==> src/sv/assert_macros.svh <==
// Assertion macros shared by the go-to-goal controller RTL.
// Included by the modules that carry concurrent checks; no other dependencies.
`ifndef ASSERT_MACROS_SVH
`define ASSERT_MACROS_SVH

// Check that is switched off while reset is asserted
`define GTG_ASSERT_RST(lbl, clk, rst, prop) \
   lbl: assert property (@(posedge clk) disable iff (rst) prop) \
      else $error("gtg assertion failed");

// Check that also holds across reset
`define GTG_ASSERT_ALL(lbl, clk, prop) \
   lbl: assert property (@(posedge clk) prop) \
      else $error("gtg assertion failed");

`endif

==> src/sv/gtg_pkg.sv <==
// Shared types, constants and the arctangent table of the go-to-goal controller.
// No dependencies; used by every module of the block.
package gtg_pkg;

   // Default parameter values
   localparam int FRAC_BITS     = 12;
   localparam int CORDIC_STAGES = 16;
   localparam int ATAN_LEN      = 24;

   // Field and datapath widths
   localparam int GUARD_BITS = 8;
   localparam int POS_W      = 16;
   localparam int HEAD_W     = 15;
   localparam int TURN_W     = 15;
   localparam int DELTA_W    = POS_W + 1;
   localparam int XY_W       = 28;
   localparam int Z_W        = 35;
   localparam int DIST_W     = 17;
   localparam int INVK_W     = 31;
   localparam int PROD_W     = XY_W + INVK_W;

   localparam logic signed [Z_W-1:0] PI_Q30 = 35'sd3373259426;
   localparam logic [INVK_W-1:0] INV_K_Q30  = 31'd652032874;

   // Configuration port
   localparam int CSR_ADDR_W = 3;
   localparam int CSR_DATA_W = 16;

   localparam logic [CSR_ADDR_W-1:0] REG_GOAL_X        = 3'd0;
   localparam logic [CSR_ADDR_W-1:0] REG_GOAL_Y        = 3'd1;
   localparam logic [CSR_ADDR_W-1:0] REG_GAIN          = 3'd2;
   localparam logic [CSR_ADDR_W-1:0] REG_SPEED_LIMIT   = 3'd3;
   localparam logic [CSR_ADDR_W-1:0] REG_ARRIVE_RADIUS = 3'd4;
   localparam logic [CSR_ADDR_W-1:0] REG_AIM_TOLERANCE = 3'd5;

   localparam logic [POS_W-1:0]  RST_GOAL_X        = 16'd4096;
   localparam logic [POS_W-1:0]  RST_GOAL_Y        = 16'd4096;
   localparam logic [POS_W-1:0]  RST_GAIN          = 16'd4096;
   localparam logic [POS_W-1:0]  RST_SPEED_LIMIT   = 16'd12288;
   localparam logic [POS_W-1:0]  RST_ARRIVE_RADIUS = 16'd410;
   localparam logic [TURN_W-1:0] RST_AIM_TOLERANCE = 15'd819;

   // One CORDIC pipeline slot
   typedef struct packed {
      logic                     vld;
      logic signed [XY_W-1:0]   x;
      logic signed [XY_W-1:0]   y;
      logic signed [Z_W-1:0]    z;
      logic signed [HEAD_W-1:0] hd;
   } gtg_vec_type;

   // atan(2^-i) in Q30, truncated
   function automatic logic signed [Z_W-1:0] atan_q30(input int unsigned idx);
      case (idx)
         0:  return 35'sd843314856;
         1:  return 35'sd497837829;
         2:  return 35'sd263043836;
         3:  return 35'sd133525158;
         4:  return 35'sd67021686;
         5:  return 35'sd33543515;
         6:  return 35'sd16775850;
         7:  return 35'sd8388437;
         8:  return 35'sd4194282;
         9:  return 35'sd2097149;
         10: return 35'sd1048575;
         11: return 35'sd524287;
         12: return 35'sd262143;
         13: return 35'sd131071;
         14: return 35'sd65535;
         15: return 35'sd32767;
         16: return 35'sd16383;
         17: return 35'sd8191;
         18: return 35'sd4095;
         19: return 35'sd2047;
         20: return 35'sd1023;
         21: return 35'sd511;
         22: return 35'sd255;
         23: return 35'sd127;
         default: return '0;
      endcase
   endfunction

endpackage

==> src/sv/gtg_front.sv <==
// Entry stage: goal minus pose, guard bits and the half-plane pre-rotation.
// Depends on gtg_pkg.
module gtg_front (
   input  logic                            clock,
   input  logic                            reset,
   input  logic                            en,
   input  logic                            in_vld,
   input  logic [gtg_pkg::POS_W-1:0]       pos_x,
   input  logic [gtg_pkg::POS_W-1:0]       pos_y,
   input  logic signed [gtg_pkg::HEAD_W-1:0] heading,
   input  logic [gtg_pkg::POS_W-1:0]       goal_x,
   input  logic [gtg_pkg::POS_W-1:0]       goal_y,
   output gtg_pkg::gtg_vec_type            stg_out
);

   localparam int PAD_W = gtg_pkg::XY_W - gtg_pkg::DELTA_W - gtg_pkg::GUARD_BITS;

   logic signed [gtg_pkg::DELTA_W-1:0] dx;
   logic signed [gtg_pkg::DELTA_W-1:0] dy;
   logic signed [gtg_pkg::XY_W-1:0]    x_ext;
   logic signed [gtg_pkg::XY_W-1:0]    y_ext;
   gtg_pkg::gtg_vec_type               stg_in;
   gtg_pkg::gtg_vec_type               stg_ff;

   // Vector toward the goal, scaled by the guard bits
   assign dx    = $signed({1'b0, goal_x}) - $signed({1'b0, pos_x});
   assign dy    = $signed({1'b0, goal_y}) - $signed({1'b0, pos_y});
   assign x_ext = {{PAD_W{dx[gtg_pkg::DELTA_W-1]}}, dx, {gtg_pkg::GUARD_BITS{1'b0}}};
   assign y_ext = {{PAD_W{dy[gtg_pkg::DELTA_W-1]}}, dy, {gtg_pkg::GUARD_BITS{1'b0}}};

   // Left half-plane: turn by pi so vectoring converges
   always_comb begin
      stg_in.vld = in_vld;
      stg_in.hd  = heading;
      if (dx[gtg_pkg::DELTA_W-1]) begin
         stg_in.x = -x_ext;
         stg_in.y = -y_ext;
         stg_in.z = dy[gtg_pkg::DELTA_W-1] ? -gtg_pkg::PI_Q30 : gtg_pkg::PI_Q30;
      end else begin
         stg_in.x = x_ext;
         stg_in.y = y_ext;
         stg_in.z = '0;
      end
   end

   always_ff @(posedge clock) begin
      if (reset) begin
         stg_ff.vld <= 1'b0;
      end else if (en) begin
         stg_ff <= stg_in;
      end
   end

   assign stg_out = stg_ff;

endmodule

==> config.mk <==
export PLATFORM = sky130hd
export DESIGN_NAME = gtg_front
export DESIGN_NICKNAME = d
export VERILOG_FILES = /design/src/sv/assert_macros.svh /design/src/sv/gtg_pkg.sv /design/src/sv/gtg_front.sv
export SDC_FILE = /design/constraint.sdc
export NUM_CORES = 1
export LEC_CHECK = 0
export ABC_AREA = 1
export BUFFER_PORTS_ARGS = -buffer_cell sky130_fd_sc_hd__buf_2
export CAP_MARGIN = 10
export CORE_MARGIN = 8
export CORE_UTILIZATION = 50
export DETAILED_ROUTE_END_ITERATION = 10
export GPL_ROUTABILITY_DRIVEN = 0
export PLACE_DENSITY_LB_ADDON = 0.12
export SYNTH_ARGS = -nofsm -noshare
export SYNTH_HDL_FRONTEND = slang
export SYNTH_SLANG_ARGS = --single-unit
==> constraint.sdc <==
create_clock -name clock -period 3.9 [get_ports clock]
set_input_delay 0.39 -clock clock [delete_from_list [all_inputs] [get_ports clock]]
set_output_delay 0.39 -clock clock [all_outputs]
set_load 0.005 [all_outputs]
==> flow_metrics.env <==
export IMPL_crit_start="pos_x[0]"
export IMPL_synth_edff_count=58
export IMPL_yosys_warnings=0
export IMPL_synthXorXnorAreaFrac_pct=4.09
export IMPL_wl_mm=11.5
export IMPL_ys_seq_area_share_pct=34.3
export IMPL_ir_worst_vdd_v=0.000153
export IMPL_required_ns=3.98
export IMPL_r2r_start="stg_out[106]"
export IMPL_cts_setup_buffers=0
export IMPL_min_from="heading[12]"
export IMPL_vias=4487
export IMPL_status="finished clean"
export IMPL_fp_dieW_um=117
export IMPL_finalCriticalPeriod_ns=2.43
export IMPL_slew_headroom_pct=51.7
export IMPL_worst_setup_path_start_kind="input pin"
export IMPL_n_fill_cell=927
export IMPL_finalNonFillerCells=980
export IMPL_initial_core_util_pct=50.6
export IMPL_hp_class="input pin to register"
export IMPL_finalCritPeriodShare_pct=62.3
export IMPL_grt_usage_pct=16.7
export IMPL_critical_path_peak_fanout=30
export IMPL_finalSetupTns_ns=0
export IMPL_yosysUniqueCellTypes=32
export IMPL_hold_violations=0
export IMPL_post_synth_main_area_contributors="edfxtp_1, nand2_1, inv_1"
export IMPL_first_pass_iters=5
export IMPL_power_frac_seq_pct=41.0
export IMPL_clkTransAtPathRegs_ns=0.06
export IMPL_crit_type="input pin to register"
export IMPL_p_leak_nw=3.34
export IMPL_via_per_inst=4.58
export IMPL_rsz0062_at_grt="false"
export IMPL_p_int_mw=1.30
export IMPL_clock_path_buffers=2
export IMPL_antenna_found_initial=0
export IMPL_end_kind="register"
export IMPL_finClkSkew_ns=0
export IMPL_postSynthAreaPerCell_um2=7.47
export IMPL_core_area_um2=10100
export IMPL_cts_buffers=9
export IMPL_dieArea_um2=13800
export IMPL_placed_cells=964
export IMPL_postCtsHoldBufs=0
export IMPL_power_total_mw=1.98
export IMPL_grt_max_degree=31
export IMPL_synth_area_mux_share_pct=0
export IMPL_drc=0
export IMPL_synthDominantCellAreaShare_pct=33.9
export IMPL_power_frac_comb_pct=37.2
export IMPL_postLayoutSetupSlackWorst_ns=1.47
export IMPL_synthToLayoutAreaGrowth_pct=17.4
export IMPL_place_ws_ns=1.13
export IMPL_ant_nets=0
export IMPL_setup_viol=0
export IMPL_cts_sinks=59
export IMPL_tightest_slew_ns=0.722
export IMPL_timing_fmax_mhz=412
export IMPL_grt_pass1_vias=4395
export IMPL_p_per_area_nw_per_um2=329
export IMPL_finalHoldWorstSlack_ns=0.235
export IMPL_portBuffers=172
export IMPL_grt_pass1_wl_mm=19.6
export IMPL_yosys_area_share_adder_pct=9.31
export IMPL_synth_most_common_cell="nand2_1"
export IMPL_arrival_ns=2.51
export IMPL_synth_compound_area_share_pct=4.70
export IMPL_swShare_pct=34.3
export IMPL_synth_cells=687
export IMPL_synth_top_cell_by_area="edfxtp_1"
export IMPL_first_iter_violations=170
export IMPL_gr_total_overflow=0
export IMPL_cts_tree="built"
export IMPL_cts_root_buf="clkbuf_8"
export IMPL_synth_seq_cells=59
export IMPL_synth_flop_cell="edfxtp_1"
export IMPL_yosys_area_share_simple_pct=30.1
export IMPL_largest_register_ffs=59
export IMPL_async_reset_ff_share_pct=0
export IMPL_rows=37
export IMPL_slew_violations=0
export IMPL_synth_common_cells="nand2_1, inv_1, edfxtp_1, buf_4, nand3_1"
export IMPL_layout_drive_gt1_share_pct=29.1
export IMPL_clkPwrFrac_pct=21.8
export IMPL_synth_top_family_by_area="simple AND/OR/NAND/NOR gates"
export IMPL_htreeDepth=3
export IMPL_cts_resized=0
export IMPL_diodes=0
export IMPL_die_h_um=117
export IMPL_wl_per_cell_um=11.7
export IMPL_p_sw_mw=0.680
export IMPL_cap_viol_max_count=0
export IMPL_worstSkewPairLatency_ns=0.33
export IMPL_syn_area_um2=5130
export IMPL_post_dp_hpwl_mm=10.1
export IMPL_nNetsFinal=959
export IMPL_pin_count=190
power by group through the flow:
| stage | clock network [mW] | logic, mW | registers (mW) |
|---|---|---|---|
| 2_1_floorplan | 0 | 0.538 | 0.840 |
| 5_1_grt | 0.473 | 0.842 | 0.820 |
| 6_report | 0.432 | 0.738 | 0.813 |
| 4_1_cts | 0.451 | 0.743 | 0.815 |
| 3_3_place_gp | 0 | 0.727 | 0.826 |
| 3_5_place_dp | 0 | 0.740 | 0.828 |
routing by layer:
metal | wire length, um | track usage (%) | up-vias
met3 | 920 | 5.52 | 11
met5 | 0 | 0 | -
met1 | 5670 | 21.8 | 1910
met4 | 131 | 4.87 | 0
li1 | - | - | 2390
met2 | 4770 | 25.8 | 176
metrics by stage:
stage | cell area (um^2) | utilization, %
after floorplan | 5210 | -
after global placement | 5870 | 57.9
after detailed placement | 5870 | 57.9
after CTS | 6030 | 59.5
after global routing | 6030 | 59.5
final | 6030 | 59.5
critical path: stages:
cell and delay (ns):
buf_2 0.10, ha_1 0.21, fa_1 0.40, inv_1 0.09
nand3_1 0.08, nand2_2 0.12, nand2_2 0.06, nand2_2 0.07
nand3_2 0.06, nand2_1 0.10, nand2_2 0.07, nand2_4 0.16
inv_2 0.23, nand2_2 0.16, nand3_1 0.10, inv_1 0.07
nor2_1 0.03
layout make-up:
cell class | count | area [um^2] | area share (%)
tap | 136 | 170 | 2.82
inverter | 135 | 507 | 8.40
multi-input combinational | 460 | 2560 | 42.4
sequential | 59 | 1760 | 29.2
clock buffer | 9 | 124 | 2.05
timing repair buffer | 174 | 876 | 14.5
clock inverter | 7 | 35.0 | 0.581
placed cells by master (no fill, tap or decap), drive strengths merged:
cell type	n
a21o	1
a21oi	26
nand2	211
o21ai	11
xor2	11
clkinv	6
inv	135
clkbuf	9
clkinvlp	1
a31oi	1
fa	2
o21bai	1
nor2	54
edfxtp	58
o31ai	1
ha	35
nand3	55
nand4	8
conb	20
buf	174
dfxtp	1
and2	1
xnor2	13
nor3	3
nand3b	6
kinds of logic after synthesis:
logic type / Yosys count
and+or+nand+nor: 338
buffers and inverters: 187
DFF: 59
AOI/OAI and AO/OA: 41
adders and majority gates: 37
xor gates and xnor gates: 24
other: 1
path summary, 6_finish.rpt:
path,endpoint,slack [ns],cells after the start
max reg2reg,stg_out[106],3.36,2
max,stg_out[76],1.47,17
min reg2reg,stg_out[106],0.45,2
min,stg_out[12],0.23,1
Power figures use the tool's default switching activity.
