$ cat config.mk
export PLATFORM = sky130hd
export DESIGN_NAME = gtg_back
export DESIGN_NICKNAME = d
export VERILOG_FILES = /design/src/sv/assert_macros.svh /design/src/sv/gtg_pkg.sv /design/src/sv/gtg_back.sv
export SDC_FILE = /design/constraint.sdc
export NUM_CORES = 2
export LEC_CHECK = 0
export BUFFER_PORTS_ARGS = -buffer_cell sky130_fd_sc_hd__buf_2
export CAP_MARGIN = 5
export CORE_AREA = 5 5 250 252
export CTS_CLUSTER_SIZE = 16
export DETAILED_ROUTE_END_ITERATION = 10
export DIE_AREA = 0 0 255 257
export PLACE_DENSITY = 0.68
export SLEW_MARGIN = 5
export SYNTH_ARGS = -nofsm -noshare
export SYNTH_HDL_FRONTEND = slang
export SYNTH_SLANG_ARGS = --single-unit
$ cat constraint.sdc
create_clock -name clock -period 15.81 [get_ports clock]
set_input_delay 2.3715 -clock clock [delete_from_list [all_inputs] [get_ports clock]]
set_output_delay 2.3715 -clock clock [all_outputs]
set_load 0.02 [all_outputs]
$ cat src/sv/assert_macros.svh
// Assertion macros shared by the go-to-goal controller RTL.
// Included by the modules that carry concurrent checks; no other dependencies.
`ifndef ASSERT_MACROS_SVH
`define ASSERT_MACROS_SVH

// Check that is switched off while reset is asserted
`define GTG_ASSERT_RST(lbl, clk, rst, prop) \
   lbl: assert property (@(posedge clk) disable iff (rst) prop) \
      else $error("gtg assertion failed");

// Check that also holds across reset
`define GTG_ASSERT_ALL(lbl, clk, prop) \
   lbl: assert property (@(posedge clk) prop) \
      else $error("gtg assertion failed");

`endif

$ cat src/sv/gtg_pkg.sv
// Shared types, constants and the arctangent table of the go-to-goal controller.
// No dependencies; used by every module of the block.
package gtg_pkg;

   // Default parameter values
   localparam int FRAC_BITS     = 12;
   localparam int CORDIC_STAGES = 16;
   localparam int ATAN_LEN      = 24;

   // Field and datapath widths
   localparam int GUARD_BITS = 8;
   localparam int POS_W      = 16;
   localparam int HEAD_W     = 15;
   localparam int TURN_W     = 15;
   localparam int DELTA_W    = POS_W + 1;
   localparam int XY_W       = 28;
   localparam int Z_W        = 35;
   localparam int DIST_W     = 17;
   localparam int INVK_W     = 31;
   localparam int PROD_W     = XY_W + INVK_W;

   localparam logic signed [Z_W-1:0] PI_Q30 = 35'sd3373259426;
   localparam logic [INVK_W-1:0] INV_K_Q30  = 31'd652032874;

   // Configuration port
   localparam int CSR_ADDR_W = 3;
   localparam int CSR_DATA_W = 16;

   localparam logic [CSR_ADDR_W-1:0] REG_GOAL_X        = 3'd0;
   localparam logic [CSR_ADDR_W-1:0] REG_GOAL_Y        = 3'd1;
   localparam logic [CSR_ADDR_W-1:0] REG_GAIN          = 3'd2;
   localparam logic [CSR_ADDR_W-1:0] REG_SPEED_LIMIT   = 3'd3;
   localparam logic [CSR_ADDR_W-1:0] REG_ARRIVE_RADIUS = 3'd4;
   localparam logic [CSR_ADDR_W-1:0] REG_AIM_TOLERANCE = 3'd5;

   localparam logic [POS_W-1:0]  RST_GOAL_X        = 16'd4096;
   localparam logic [POS_W-1:0]  RST_GOAL_Y        = 16'd4096;
   localparam logic [POS_W-1:0]  RST_GAIN          = 16'd4096;
   localparam logic [POS_W-1:0]  RST_SPEED_LIMIT   = 16'd12288;
   localparam logic [POS_W-1:0]  RST_ARRIVE_RADIUS = 16'd410;
   localparam logic [TURN_W-1:0] RST_AIM_TOLERANCE = 15'd819;

   // One CORDIC pipeline slot
   typedef struct packed {
      logic                     vld;
      logic signed [XY_W-1:0]   x;
      logic signed [XY_W-1:0]   y;
      logic signed [Z_W-1:0]    z;
      logic signed [HEAD_W-1:0] hd;
   } gtg_vec_type;

   // atan(2^-i) in Q30, truncated
   function automatic logic signed [Z_W-1:0] atan_q30(input int unsigned idx);
      case (idx)
         0:  return 35'sd843314856;
         1:  return 35'sd497837829;
         2:  return 35'sd263043836;
         3:  return 35'sd133525158;
         4:  return 35'sd67021686;
         5:  return 35'sd33543515;
         6:  return 35'sd16775850;
         7:  return 35'sd8388437;
         8:  return 35'sd4194282;
         9:  return 35'sd2097149;
         10: return 35'sd1048575;
         11: return 35'sd524287;
         12: return 35'sd262143;
         13: return 35'sd131071;
         14: return 35'sd65535;
         15: return 35'sd32767;
         16: return 35'sd16383;
         17: return 35'sd8191;
         18: return 35'sd4095;
         19: return 35'sd2047;
         20: return 35'sd1023;
         21: return 35'sd511;
         22: return 35'sd255;
         23: return 35'sd127;
         default: return '0;
      endcase
   endfunction

endpackage

$ cat src/sv/gtg_back.sv
// Output stages: gain correction, bearing rounding, thresholds, speed and result register.
// Depends on gtg_pkg.
module gtg_back #(
   parameter int FRAC_BITS = gtg_pkg::FRAC_BITS
) (
   input  logic                          clock,
   input  logic                          reset,
   input  logic                          en,
   input  gtg_pkg::gtg_vec_type          stg_in_d,
   input  logic [gtg_pkg::POS_W-1:0]     gain,
   input  logic [gtg_pkg::POS_W-1:0]     speed_limit,
   input  logic [gtg_pkg::POS_W-1:0]     arrive_radius,
   input  logic [gtg_pkg::TURN_W-1:0]    aim_tolerance,
   output logic                          out_vld,
   output logic [gtg_pkg::POS_W-1:0]     linear_speed,
   output logic [gtg_pkg::TURN_W-1:0]    turn_speed
);

   localparam int Z_W     = gtg_pkg::Z_W;
   localparam int ERR_W   = Z_W + 1;
   localparam int PROD_W  = gtg_pkg::PROD_W;
   localparam int DIST_W  = gtg_pkg::DIST_W;
   localparam int LIN_W   = DIST_W + gtg_pkg::POS_W;
   localparam int Z_SH    = 30 - FRAC_BITS;
   localparam int D_SH    = 30 + gtg_pkg::GUARD_BITS;
   localparam longint Z_RND_L = 64'sd1 <<< (Z_SH - 1);
   localparam longint D_RND_L = 64'sd1 <<< (D_SH - 1);
   localparam logic signed [Z_W-1:0]    Z_RND = Z_W'(Z_RND_L);
   localparam logic signed [PROD_W-1:0] D_RND = PROD_W'(D_RND_L);
   localparam logic [ERR_W-1:0] TURN_MAX = ERR_W'({gtg_pkg::TURN_W{1'b1}});

   // Stage 1: scale magnitude by 1/K, round bearing, subtract heading
   logic signed [Z_W-1:0]    bear;
   logic signed [PROD_W-1:0] prod_in;
   logic signed [ERR_W-1:0]  err_in;
   logic                     v1_ff;
   logic signed [PROD_W-1:0] prod_ff;
   logic signed [ERR_W-1:0]  err_ff;

   assign bear    = (stg_in_d.z + Z_RND) >>> Z_SH;
   assign prod_in = stg_in_d.x * $signed({1'b0, gtg_pkg::INV_K_Q30});
   assign err_in  = ERR_W'(bear) - ERR_W'(stg_in_d.hd);

   always_ff @(posedge clock) begin
      if (reset) begin
         v1_ff <= 1'b0;
      end else if (en) begin
         v1_ff <= stg_in_d.vld;
      end
   end

   always_ff @(posedge clock) begin
      if (en) begin
         prod_ff <= prod_in;
         err_ff  <= err_in;
      end
   end

   // Stage 2: distance, thresholds, gain product
   logic signed [PROD_W-1:0]     rnd;
   logic [DIST_W-1:0]            goal_dist;
   logic [ERR_W-1:0]             aerr;
   logic [LIN_W-1:0]             lin_prod_in;
   logic                         far_in;
   logic                         turn_in;
   logic [gtg_pkg::TURN_W-1:0]   aerr_sat_in;
   logic                         v2_ff;
   logic [LIN_W-1:0]             lin_prod_ff;
   logic                         far_ff;
   logic                         turn_ff;
   logic [gtg_pkg::TURN_W-1:0]   aerr_sat_ff;

   assign rnd  = prod_ff + D_RND;
   assign goal_dist = rnd[PROD_W-1] ? '0 : rnd[D_SH +: DIST_W];
   assign aerr = err_ff[ERR_W-1] ? ERR_W'(-err_ff) : ERR_W'(err_ff);
   assign lin_prod_in = LIN_W'(goal_dist) * LIN_W'(gain);
   assign far_in      = goal_dist > DIST_W'(arrive_radius);
   assign turn_in     = aerr > ERR_W'(aim_tolerance);
   assign aerr_sat_in = (aerr > TURN_MAX) ? {gtg_pkg::TURN_W{1'b1}}
                                          : aerr[gtg_pkg::TURN_W-1:0];

   always_ff @(posedge clock) begin
      if (reset) begin
         v2_ff <= 1'b0;
      end else if (en) begin
         v2_ff <= v1_ff;
      end
   end

   always_ff @(posedge clock) begin
      if (en) begin
         lin_prod_ff <= lin_prod_in;
         far_ff      <= far_in;
         turn_ff     <= turn_in;
         aerr_sat_ff <= aerr_sat_in;
      end
   end

   // Stage 3: clamp, pick stop / turn / drive, result register
   logic [LIN_W-1:0]           lin_sh;
   logic [gtg_pkg::POS_W-1:0]  lin_cl;
   logic [gtg_pkg::POS_W-1:0]  lin_in;
   logic [gtg_pkg::TURN_W-1:0] trn_in;
   logic                       vld_ff;
   logic [gtg_pkg::POS_W-1:0]  lin_ff;
   logic [gtg_pkg::TURN_W-1:0] trn_ff;

   assign lin_sh = lin_prod_ff >> FRAC_BITS;
   assign lin_cl = (lin_sh > LIN_W'(speed_limit)) ? speed_limit
                                                  : lin_sh[gtg_pkg::POS_W-1:0];

   always_comb begin
      lin_in = '0;
      trn_in = '0;
      if (far_ff) begin
         if (turn_ff) begin
            trn_in = aerr_sat_ff;
         end else begin
            lin_in = lin_cl;
         end
      end
   end

   always_ff @(posedge clock) begin
      if (reset) begin
         vld_ff <= 1'b0;
      end else if (en) begin
         vld_ff <= v2_ff;
      end
   end

   always_ff @(posedge clock) begin
      if (en) begin
         lin_ff <= lin_in;
         trn_ff <= trn_in;
      end
   end

   assign out_vld      = vld_ff;
   assign linear_speed = lin_ff;
   assign turn_speed   = trn_ff;

endmodule

==> flow_summary.ini <==
[placed_design]
dpl.hpwl_um = 60200
io_buffers = 159
place_congestion = 0.963

[global_routing]
grt_pass1_vias = 21700
grt_overflow = 0
antenna_found_initial = 2
grt_max_degree = 79
grt_pass1_wl_um = 114000
track_usage = 0.220

[logic_synthesis]
synthAdderAreaFrac = 0.587
synth_most_common_cell = inv_1
ys_seq_area_frac = 0.112
synthSimpleGateAreaFrac = 0.102
synth_area_leaders = fa_1 38%, ha_1 21%, edfxtp_1 11%, inv_1 10%, and2_1 2.6%
synthFlopType = edfxtp_1
synthCells = 2982
synth_nets = 4209
synth.area.mux_share = 0.00173
synth_compound_area_frac = 0.0604
synth-edff-count = 109
synth_top_cell_area_share = 0.378
synthTopCellsByCount = 786 x inv_1, 560 x fa_1, 494 x ha_1, 193 x nand2_1, 122 x and2_1
synth_largest_area_cell = fa_1
synth_warnings = 0
synth_top_family_by_area = adder cells
avgSynthCellArea_um2 = 9.94
synth_xor_xnor_area_share = 0.0301
ys_ff_latch = 112
async_reset_ff_frac = 0
yosysUniqueCellTypes = 71
synth_area_um2 = 29700

[timing]
slew_headroom = 0.333
period_minus_slack_ns = 9.43
report.final.slew_viol_count = 0
rsz0062_at_grt = no
period_share = 0.597
tightestPinTransition_ns = 1.00
whs_ns = 0.494
hold_viol = 0
setup_viol = 0
tns_ns = 0
max_freq_mhz = 106
finClkSkew_ns = 0.0137

[layout]
fillers = 5484
final_nets = 4342
drive_above_1_share = 0.0696
area_growth_pct = 6.77
seq_area_um2 = 3330
multi_input_area_um2 = 23200

[clock_network]
worstSkewPairLatency_ns = 0.37
htreeDepth = 3
cts_hold_buf = 0
clkSinkCount = 112
cts_tree = built
cts_resized = 0
cts_inserted_buffers = 9
cts-root-buf = clkbuf_16
clockBufferDepth = 2
clk_pin_slew_worst_paths_ns = 0.07
cts_setup_buffers = 0

[die]
die_area_um2 = 65500
core_um2 = 59900
rows = 90
fp.dieH_um = 257
die_x_um = 255
start_util = 0.495
io_pins = 205

[route]
drt_iter0_drc = 840
wirelength_um = 69500
vias = 20300
ant_nets = 0
vias_per_cell = 5.20
drtPass1Iterations = 4
wl_per_cell_um = 17.8
route.detailed.drc = 0

[critical_path]
crit_required_ns = 15.93
arrival_ns = 9.55
path_class = input port to flip-flop
cp-start-kind = input port
worst_setup_path_end_kind = flip-flop
cp_max_fo = 7

[flow_run]
maxCapViolCount = 0

[hold_path]
timing.hold.worst.class = flip-flop to flip-flop

[outcome]
outcome = finished clean
state kept, by name, summed over array words and instances (netlist names):
signal        flops
lin_prod_ff      21
far_ff            1
out_vld           1
aerr_sat_ff      15
err_ff           18
linear_speed     16
turn_speed       15
v1_ff             1
prod_ff          22
v2_ff             1
turn_ff           1
layout by cell type (no fill, tap or decap), types with 15 or more instances in the layout:
master / count
inv_1: 786
fa_1: 560
ha_1: 494
nand2_1: 193
buf_2: 158
and2_1: 122
edfxtp_1: 109
a21oi_1: 78
xnor2_1: 68
nor2_1: 62
o21ai_0: 60
nand3_1: 52
and3_1: 37
xor2_1: 34
a21o_1: 33
nand4_1: 32
nand2b_1: 22
a21boi_0: 20
nor3_1: 19
nor2b_1: 16
buf_4: 15
area by class of cell:
cell class              count  share of cell area
well taps                 782              0.0309
multi-input cells        2033               0.732
clock inverters             6             0.00213
diodes                      3            0.000237
flip-flops and latches    112               0.105
clock buffers              10             0.00723
repair buffers            173              0.0285
inverters                 786              0.0932
critical path, stage by stage:
cell and delay (ns):
buf_2 0.25, ha_1 0.34, inv_1 0.10, fa_1 0.63
inv_1 0.13, fa_1 0.57, fa_1 0.56, inv_1 0.06
fa_1 0.51, fa_1 0.55, inv_1 0.05, fa_1 0.56
fa_1 0.43, ha_1 0.36, nand3_1 0.08, nor2_1 0.18
o211ai_1 0.12, a22oi_1 0.35, or4_1 0.22, nand2_1 0.11
o31a_1 0.38, o31ai_1 0.36, a21oi_1 0.14, xnor2_1 0.14
cell families (layout without fill, tap and decap cells):
logic type	count (synthesis)	count (layout)
XOR/XNOR	102	102
multiplexers	5	5
adder cells (fa/ha/maj)	1054	1054
flip-flops	112	112
other	0	3
AO/OA/AOI/OAI	277	277
AND/OR/NAND/NOR	595	595
buffers and inverters	837	975
stage by stage:
| step | instance area (um2) | setup slack, ns | instances | utilization |
|---|---|---|---|---|
| floorplan | 29700 | 7.06 | 2982 | - |
| global placement | 31400 | 5.93 | 3886 | 0.523 |
| detailed placement | 31400 | 5.92 | 3886 | 0.523 |
| CTS | 31700 | 6.32 | 3902 | 0.528 |
| global route | 31700 | 5.98 | 3904 | 0.528 |
| finish | 31700 | 6.38 | 3905 | 0.528 |
layer usage:
layer,up-vias,global-route usage,wire (um)
met4,0,0.0739,2600
met1,10100,0.288,28800
met2,459,0.376,34700
met5,-,0,0
li1,9609,-,-
met3,121,0.0323,3390
worst paths after layout:
path / slack, ns / to / start / depth (start not counted)
min: 0.49 / v1_ff / v1_ff / 2
min reg2reg: 0.49 / v1_ff / v1_ff / 2
max reg2reg: 6.61 / lin_prod_ff[32] / prod_ff[42] / 26
max: 6.38 / prod_ff[58] / stg_in_d[97] / 24
Power is not shown: default switching activity piles up to over one toggle a cycle in this logic, so the estimate is an artifact.
