$ cat config.mk
export PLATFORM = sky130hd
export DESIGN_NAME = gtg_cordic_stage
export DESIGN_NICKNAME = d
export VERILOG_FILES = /design/src/sv/assert_macros.svh /design/src/sv/gtg_pkg.sv /design/src/sv/gtg_cordic_stage.sv
export SDC_FILE = /design/constraint.sdc
export NUM_CORES = 1
export LEC_CHECK = 0
export BUFFER_PORTS_ARGS = -buffer_cell sky130_fd_sc_hd__buf_2
export CAP_MARGIN = 20
export CORE_ASPECT_RATIO = 2
export CORE_MARGIN = 5
export CORE_UTILIZATION = 56
export CTS_CLUSTER_DIAMETER = 200
export DETAILED_ROUTE_END_ITERATION = 8
export PLACE_DENSITY = 0.82
export SLEW_MARGIN = 0
export SYNTH_ARGS = -nofsm -noshare
export SYNTH_HDL_FRONTEND = slang
export SYNTH_SLANG_ARGS = --single-unit
$ cat constraint.sdc
create_clock -name clock -period 7.3 [get_ports clock]
set_input_delay 0.73 -clock clock [delete_from_list [all_inputs] [get_ports clock]]
set_output_delay 0.73 -clock clock [all_outputs]
set_load 0.05 [all_outputs]
$ cat src/sv/assert_macros.svh
// Assertion macros shared by the go-to-goal controller RTL.
// Included by the modules that carry concurrent checks; no other dependencies.
`ifndef ASSERT_MACROS_SVH
`define ASSERT_MACROS_SVH

// Check that is switched off while reset is asserted
`define GTG_ASSERT_RST(lbl, clk, rst, prop) \
   lbl: assert property (@(posedge clk) disable iff (rst) prop) \
      else $error("gtg assertion failed");

// Check that also holds across reset
`define GTG_ASSERT_ALL(lbl, clk, prop) \
   lbl: assert property (@(posedge clk) prop) \
      else $error("gtg assertion failed");

`endif

$ cat src/sv/gtg_pkg.sv
// Shared types, constants and the arctangent table of the go-to-goal controller.
// No dependencies; used by every module of the block.
package gtg_pkg;

   // Default parameter values
   localparam int FRAC_BITS     = 12;
   localparam int CORDIC_STAGES = 16;
   localparam int ATAN_LEN      = 24;

   // Field and datapath widths
   localparam int GUARD_BITS = 8;
   localparam int POS_W      = 16;
   localparam int HEAD_W     = 15;
   localparam int TURN_W     = 15;
   localparam int DELTA_W    = POS_W + 1;
   localparam int XY_W       = 28;
   localparam int Z_W        = 35;
   localparam int DIST_W     = 17;
   localparam int INVK_W     = 31;
   localparam int PROD_W     = XY_W + INVK_W;

   localparam logic signed [Z_W-1:0] PI_Q30 = 35'sd3373259426;
   localparam logic [INVK_W-1:0] INV_K_Q30  = 31'd652032874;

   // Configuration port
   localparam int CSR_ADDR_W = 3;
   localparam int CSR_DATA_W = 16;

   localparam logic [CSR_ADDR_W-1:0] REG_GOAL_X        = 3'd0;
   localparam logic [CSR_ADDR_W-1:0] REG_GOAL_Y        = 3'd1;
   localparam logic [CSR_ADDR_W-1:0] REG_GAIN          = 3'd2;
   localparam logic [CSR_ADDR_W-1:0] REG_SPEED_LIMIT   = 3'd3;
   localparam logic [CSR_ADDR_W-1:0] REG_ARRIVE_RADIUS = 3'd4;
   localparam logic [CSR_ADDR_W-1:0] REG_AIM_TOLERANCE = 3'd5;

   localparam logic [POS_W-1:0]  RST_GOAL_X        = 16'd4096;
   localparam logic [POS_W-1:0]  RST_GOAL_Y        = 16'd4096;
   localparam logic [POS_W-1:0]  RST_GAIN          = 16'd4096;
   localparam logic [POS_W-1:0]  RST_SPEED_LIMIT   = 16'd12288;
   localparam logic [POS_W-1:0]  RST_ARRIVE_RADIUS = 16'd410;
   localparam logic [TURN_W-1:0] RST_AIM_TOLERANCE = 15'd819;

   // One CORDIC pipeline slot
   typedef struct packed {
      logic                     vld;
      logic signed [XY_W-1:0]   x;
      logic signed [XY_W-1:0]   y;
      logic signed [Z_W-1:0]    z;
      logic signed [HEAD_W-1:0] hd;
   } gtg_vec_type;

   // atan(2^-i) in Q30, truncated
   function automatic logic signed [Z_W-1:0] atan_q30(input int unsigned idx);
      case (idx)
         0:  return 35'sd843314856;
         1:  return 35'sd497837829;
         2:  return 35'sd263043836;
         3:  return 35'sd133525158;
         4:  return 35'sd67021686;
         5:  return 35'sd33543515;
         6:  return 35'sd16775850;
         7:  return 35'sd8388437;
         8:  return 35'sd4194282;
         9:  return 35'sd2097149;
         10: return 35'sd1048575;
         11: return 35'sd524287;
         12: return 35'sd262143;
         13: return 35'sd131071;
         14: return 35'sd65535;
         15: return 35'sd32767;
         16: return 35'sd16383;
         17: return 35'sd8191;
         18: return 35'sd4095;
         19: return 35'sd2047;
         20: return 35'sd1023;
         21: return 35'sd511;
         22: return 35'sd255;
         23: return 35'sd127;
         default: return '0;
      endcase
   endfunction

endpackage

$ cat src/sv/gtg_cordic_stage.sv
// One registered vectoring CORDIC iteration with a fixed shift amount.
// Depends on gtg_pkg for the slot type and the arctangent table.
module gtg_cordic_stage #(
   parameter int SHIFT = 0
) (
   input  logic                 clock,
   input  logic                 reset,
   input  logic                 en,
   input  gtg_pkg::gtg_vec_type stg_in_d,
   output gtg_pkg::gtg_vec_type stg_out
);

   localparam logic signed [gtg_pkg::Z_W-1:0] ATAN = gtg_pkg::atan_q30(SHIFT);

   logic signed [gtg_pkg::XY_W-1:0] x_sh;
   logic signed [gtg_pkg::XY_W-1:0] y_sh;
   gtg_pkg::gtg_vec_type            stg_in;
   gtg_pkg::gtg_vec_type            stg_ff;

   assign x_sh = stg_in_d.x >>> SHIFT;
   assign y_sh = stg_in_d.y >>> SHIFT;

   // Rotate toward y = 0, direction from the sign of y
   always_comb begin
      stg_in = stg_in_d;
      if (!stg_in_d.y[gtg_pkg::XY_W-1]) begin
         stg_in.x = stg_in_d.x + y_sh;
         stg_in.y = stg_in_d.y - x_sh;
         stg_in.z = stg_in_d.z + ATAN;
      end else begin
         stg_in.x = stg_in_d.x - y_sh;
         stg_in.y = stg_in_d.y + x_sh;
         stg_in.z = stg_in_d.z - ATAN;
      end
   end

   always_ff @(posedge clock) begin
      if (reset) begin
         stg_ff.vld <= 1'b0;
      end else if (en) begin
         stg_ff <= stg_in;
      end
   end

   assign stg_out = stg_ff;

endmodule

==> results of run 1 <==
==> Yosys cell counts, types with 11 or more instances <==
| cell | number |
|---|---|
| xor2_1 | 15 |
| a21o_1 | 34 |
| nand4_1 | 11 |
| o21bai_1 | 19 |
| o21ai_0 | 60 |
| a31oi_1 | 19 |
| a21oi_1 | 117 |
| nand2_1 | 58 |
| xnor2_1 | 64 |
| a211oi_1 | 11 |
| clkbuf_1 | 23 |
| mux2i_1 | 11 |
| inv_1 | 90 |
| nor2_1 | 90 |
| edfxtp_1 | 105 |
| nor3_1 | 23 |
| ha_1 | 120 |
| nor2b_1 | 16 |
| nand3_1 | 17 |
==> per-stage QoR <==
stage,total power [mW],worst slack [ps],instances,util (%)
after detailed placement,1.703,2771,1451,64.34
after global routing,2.325,2795,1467,66.19
final,2.225,3136,1467,66.19
after global placement,1.692,2881,1451,64.34
after floorplan,1.466,1318,1063,-
after CTS,2.225,3171,1467,66.19
==> layout make-up <==
type                            instances  area share (%)
Multi-Input combinational cell        823           53.04
Sequential cell                       106           28.59
Timing Repair Buffer                  220           10.01
Inverter                               95           3.213
Tap cell                              207           2.334
Clock buffer                           10           2.153
Clock inverter                          6          0.6539
==> per-layer routing <==
layer	global-route usage [%]	vias up	wire length [microns]
met4	16.30	0	1800
li1	-	4225	-
met3	3.337	112	1559
met1	28.04	4120	9707
met5	0	-	0
met2	55.59	391	16430
==> kinds of logic (layout without fill, tap and decap cells) <==
group	after synthesis	in the layout	synth area share (%)
compound gates	350	350	23.62
xor+xnor	79	79	7.226
fa+ha+maj	124	124	16.52
buf+inv	134	331	5.462
flops	106	106	33.14
mux	11	11	1.150
simple gates	259	259	12.88
==> power breakdown <==
| part | total [mW] | switching (mW) | leakage [nW] | internal [mW] |
|---|---|---|---|---|
| sequential | 0.780 | 0.0169 | 0.994 | 0.763 |
| combinational | 0.924 | 0.639 | 3.89 | 0.284 |
| clock | 0.522 | 0.241 | 0.155 | 0.281 |
==> worst max-delay path: cells and delay by family <==
family / cells / cell delay [ps]
buffers and inverters: 4 / 1250
AO/OA/AOI/OAI: 6 / 1330
adder cells (fa/ha/maj): 1 / 450
AND/OR/NAND/NOR: 2 / 470
==> path summary, 6_finish.rpt <==
kind                        to  slack (ps)    startpoint
setup / recovery   stg_out[47]        3140  stg_in_d[77]
hold / removal    stg_out[106]         520  stg_out[106]
setup reg to reg  stg_out[106]        6710  stg_out[106]
hold reg to reg   stg_out[106]         520  stg_out[106]
==> impl_metrics.py, run 1 <==
metrics = {
    "clock_network": {
        "post_cts_buffers": 0,
        "cts_tree": "yes",
        "cts-htree-levels": 3,
        "clock_sinks": 106,
        "clk_pin_slew_ps": 80,
        "worstSkewPairLatency_ps": 360,
        "ctsHoldBuffers": 0,
        "cts_resized": 0,
        "cts_buffer_depth": 2,
        "cts_root_buffer": "clkbuf_16",
        "cts_buffers": 9,
    },
    "sta": {
        "fmax_mhz": 240.1,
        "hold_viol": 0,
        "fin_hold_ws_ps": 523.9,
        "finClkSkew_ps": 0,
        "maxSlewHeadroom_pct": 33.47,
        "fin_crit_sh_pct": 57.04,
        "rsz0062_at_grt": "false",
        "slew_violations": 0,
        "fin_setup_tns_ps": 0,
        "fin_crit_ps": 4164,
        "setup_viol": 0,
        "worst_pin_slew_ps": 998.0,
    },
    "die": {
        "core-area_sq_um": 16770,
        "start_util_pct": 57.11,
        "die_area_sq_um": 19970,
        "die-height_microns": 194.9,
        "ios": 217,
        "num_rows": 67,
        "die_w_microns": 102.5,
    },
    "setup_path": {
        "cp_max_fo": 87,
        "start_kind": "input pin",
        "worst_path_most_repeated_cell": "buf_4",
        "end_kind": "flip-flop",
        "critPathSlowestCell": "buf_4",
        "reg2reg_depth": 2,
        "arrival_ps": 4270,
        "crit_type": "in -> reg",
        "slowest_delay_ps": 740,
        "cp_cell_sequence": "buf_2, buf_4, inv_1, buf_4, ha_1, a21oi_4, o31ai_1, o221ai_1, nand3_1, o2bb2ai_1, nor2_1, o21bai_1, a311o_1",
        "worst_ep_required_time_ps": 7410,
    },
    "layout": {
        "drive_above_1_share_pct": 20.24,
        "final_nets": 1489,
        "multiInputGateArea_sq_um": 5887,
        "seq_area_sq_um": 3173,
        "n_fill_cell": 1464,
        "syn2layout_area_growth_pct": 15.90,
        "final_cell_area_sq_um": 11100,
        "largest_reg_flops": 106,
        "antennaDiodeCount": 0,
        "layout_common_cells": "216 x buf_2, 120 x ha_1, 117 x a21oi_1",
        "final_common_cell": "buf_2",
    },
    "place": {
        "gp_congestion": 0.9923,
        "hpwl_mm": 23.47,
        "numPortBuffers": 216,
        "place_area_sq_um": 10790,
    },
    "global_routing": {
        "grt_pass1_wl_mm": 45.25,
        "grt_pass1_vias": 9013,
        "grt_usage_pct": 28.87,
        "overflow": 0,
        "antenna_found_initial": 0,
        "grt_max_degree": 88,
    },
    "worst_hold_path": {
        "hold_path_class": "reg -> reg",
        "holdPathStages": 2,
    },
    "logic_synthesis": {
        "ys_seq_area_share_pct": 33.14,
        "ys_seq_elements": 106,
        "synth_warnings": 0,
        "postSynthAreaPerCell_sq_um": 9.008,
        "syn_area_sq_um": 9575,
        "synth_nets": 1297,
        "synthArstFlopShare_pct": 0,
        "yosys_most_used_dff": "edfxtp_1",
        "yosys-top-cells-area": "edfxtp_1 33%, ha_1 16%, a21oi_1 6.1%, xnor2_1 5.9%, inv_1 3.5%",
        "yosys.area.top_type_share_pct": 32.93,
        "ys_types": 75,
        "synth-edff-count": 105,
        "syn_inst": 1063,
        "synth_top_area_cell": "edfxtp_1",
    },
    "power": {
        "leakage_nw": 5.042,
        "p_per_area_nw_per_um2": 200.5,
        "ir_drop_v": 0.0001132,
    },
    "drt": {
        "dr.pass1.iters": 8,
        "routed_wl_mm": 29.49,
        "vias": 8848,
        "drc": 0,
        "avgViaCountPerCell": 6.031,
        "ant_nets": 0,
        "wl_per_cell_microns": 20.10,
        "drt-initial-drc-count": 613,
    },
    "run": {
        "drv_cap": 0,
    },
    "outcome": {
        "status": "finished clean",
    },
}
(Power assumes the default switching activity.)
==> inputs of run 2 (changes only) <==
- ABC_AREA: default -> 1
- CORE_UTILIZATION: 56 -> 58
- PLACE_DENSITY: 0.82 -> 0.83
- clock period: 7.3 -> 4.1 ns (I/O delays scaled with it)
==> impl_metrics.py, run 2 <==
metrics = {
    "global_routing": {
        "antenna_found_initial": 2,
        "grt_pass1_vias": 13208,
        "overflow": 0,
        "grt_max_degree": 77,
        "grt_pass1_wl_mm": 66.67,
        "grt_usage_pct": 38.43,
    },
    "setup_path": {
        "critPathSlowestCell": "buf_4",
        "end_kind": "flip-flop",
        "startpoint": "stg_in_d[77]",
        "worst_ep_required_time_ps": 4230,
        "cp_max_fo": 31,
        "start_kind": "input pin",
        "r2r-start": "stg_out[106]",
        "worst_path_most_repeated_cell": "nand2_1",
        "arrival_ps": 2830,
        "slowest_delay_ps": 420,
        "crit_family": "simple AND/OR/NAND/NOR gates",
        "cp_cell_sequence": "buf_2, buf_4, ha_1, a21oi_1, nand2_1, nand3_1, nand2_1, nand3_1, nand2_1, nand2_1, nand2_1, nand2_1, nand2_1",
        "crit_buf_inv": 2,
        "crit_type": "in -> reg",
    },
    "power": {
        "power_frac_clock_pct": 22.1,
        "p_per_area_nw_per_um2": 318.1,
        "p_switching_mw": 1.923,
        "ir_drop_v": 0.0002001,
        "leakage_nw": 7.173,
        "combPwrFrac_pct": 45.2,
        "intPower_mw": 2.271,
        "swShare_pct": 45.84,
        "p_seq_share_pct": 32.6,
    },
    "logic_synthesis": {
        "syn_inst": 1783,
        "postSynthAreaPerCell_sq_um": 6.540,
        "yosys_most_used_dff": "edfxtp_1",
        "synthMostInstantiatedCell": "nand2_1",
        "ys_seq_elements": 106,
        "syn_area_sq_um": 11660,
        "synth_top_area_cell": "edfxtp_1",
        "ys_seq_area_share_pct": 27.21,
        "ys_types": 41,
        "synth-edff-count": 105,
        "yosys-top-cells-area": "edfxtp_1 27%, nand2_1 19%, ha_1 13%, inv_1 10%, nand3_1 6.7%",
        "synth_nets": 2017,
        "synth_common_cells": "588 x nand2_1, 312 x inv_1, 155 x nand3_1",
        "yosys.area.top_type_share_pct": 27.04,
        "synthArstFlopShare_pct": 0,
        "synth_warnings": 0,
    },
    "clock_network": {
        "worstSkewPairLatency_ps": 370,
        "clk_pin_slew_ps": 90,
        "cts_resized": 0,
        "cts_buffer_depth": 2,
        "cts_tree": "yes",
        "cts-htree-levels": 3,
        "ctsHoldBuffers": 0,
        "cts_buffers": 9,
        "cts_root_buffer": "clkbuf_16",
        "post_cts_buffers": 0,
        "clock_sinks": 106,
    },
    "die": {
        "die-height_microns": 210.5,
        "die_area_sq_um": 23210,
        "ios": 217,
        "core-area_sq_um": 19820,
        "die_w_microns": 110.3,
        "start_util_pct": 58.83,
        "num_rows": 73,
    },
    "sta": {
        "maxSlewHeadroom_pct": 41.08,
        "hold_viol": 0,
        "rsz0062_at_grt": "false",
        "fin_setup_tns_ps": 0,
        "finClkSkew_ps": 0,
        "setup_viol": 0,
        "worst_pin_slew_ps": 874.6,
        "slew_violations": 0,
        "fin_crit_ps": 2702,
        "fin_crit_sh_pct": 65.91,
        "fmax_mhz": 370.0,
    },
    "layout": {
        "multiInputGateArea_sq_um": 7059,
        "seq_area_sq_um": 3173,
        "largest_reg_flops": 106,
        "final_cell_area_sq_um": 13190,
        "drive_above_1_share_pct": 13.77,
        "final_nets": 2211,
        "layout_common_cells": "588 x nand2_1, 311 x inv_1, 216 x buf_2",
        "syn2layout_area_growth_pct": 13.09,
        "final_common_cell": "nand2_1",
        "n_fill_cell": 1832,
    },
    "drt": {
        "drc": 0,
        "dr.pass1.iters": 7,
        "drt-initial-drc-count": 1093,
        "ant_nets": 0,
        "wl_per_cell_microns": 19.77,
        "avgViaCountPerCell": 5.767,
        "vias": 12953,
        "routed_wl_mm": 44.41,
    },
    "place": {
        "place_area_sq_um": 12870,
        "gp_congestion": 1.084,
        "numPortBuffers": 216,
        "hpwl_mm": 36.63,
    },
    "outcome": {
        "status": "finished clean",
    },
    "worst_hold_path": {
        "hold_path_class": "in -> reg",
        "min_from": "stg_in_d[5]",
    },
    "run": {
        "drv_cap": 0,
    },
}
==> run 2: metrics by stage <==
step                      utilization, %  hold slack (ps)  setup slack (ps)  total power, mW  instances
after global routing               66.53            202.7              1210            4.382       2246
final                              66.53            204.3              1398            4.194       2246
after floorplan                        -            479.1             495.7            2.703       1783
after detailed placement           64.93            497.4              1093            3.236       2228
after global placement             64.93            444.0              1156            3.196       2228
after CTS                          66.50            205.3              1484            4.142       2244
==> run 2: final timing paths <==
check	end	depth (start not counted)	slack, ps
max	stg_out[48]	13	1400
min	stg_out[5]	1	200
max reg2reg	stg_out[106]	2	3450
min reg2reg	stg_out[106]	2	510
==> run 2: routing by layer <==
layer  up-vias  global-route usage, %  routed length, microns
met5         -                      0                       0
met4         0                  38.05                    5468
met3       309                  6.037                    2734
met2       732                  71.54                   23160
met1      5818                  31.79                   13040
li1       6094                      -                       -
==> run 2: logic make-up (layout without fill, tap and decap cells) <==
logic type	after synthesis	after routing	share of synthesized area (%)
adders and majority gates	124	124	13.56
other	0	2	0
DFF	106	106	27.21
buffers and inverters	353	552	12.31
muxes	1	1	0.08585
xor gates and xnor gates	37	37	2.779
AOI/OAI and AO/OA	220	220	10.25
and+or+nand+nor	942	942	33.80
==> run 2: power groups by stage <==
stage,Sequential [mW],Clock (mW),Combinational (mW)
3_5_place_dp,1.39,0,1.84
6_report,1.37,0.929,1.90
4_1_cts,1.37,0.922,1.85
2_1_floorplan,1.75,0,0.952
5_1_grt,1.37,0.966,2.04
3_3_place_gp,1.39,0,1.81
==> run 2: worst reg2reg max path, delay by kind of cell (launching register included) <==
family | cells | cell delay [ps]
DFF | 1 | 360
AOI/OAI and AO/OA | 1 | 150
and+or+nand+nor | 1 | 60
==> run 2: cell type report <==
type	instances	area share (%)
antenna	2	0.03795
clock buffer	9	1.708
clock inverter	7	0.6547
inverter	316	8.995
multi-input combinational	1324	53.53
sequential	106	24.06
tap	262	2.486
timing repair buffer	220	8.521
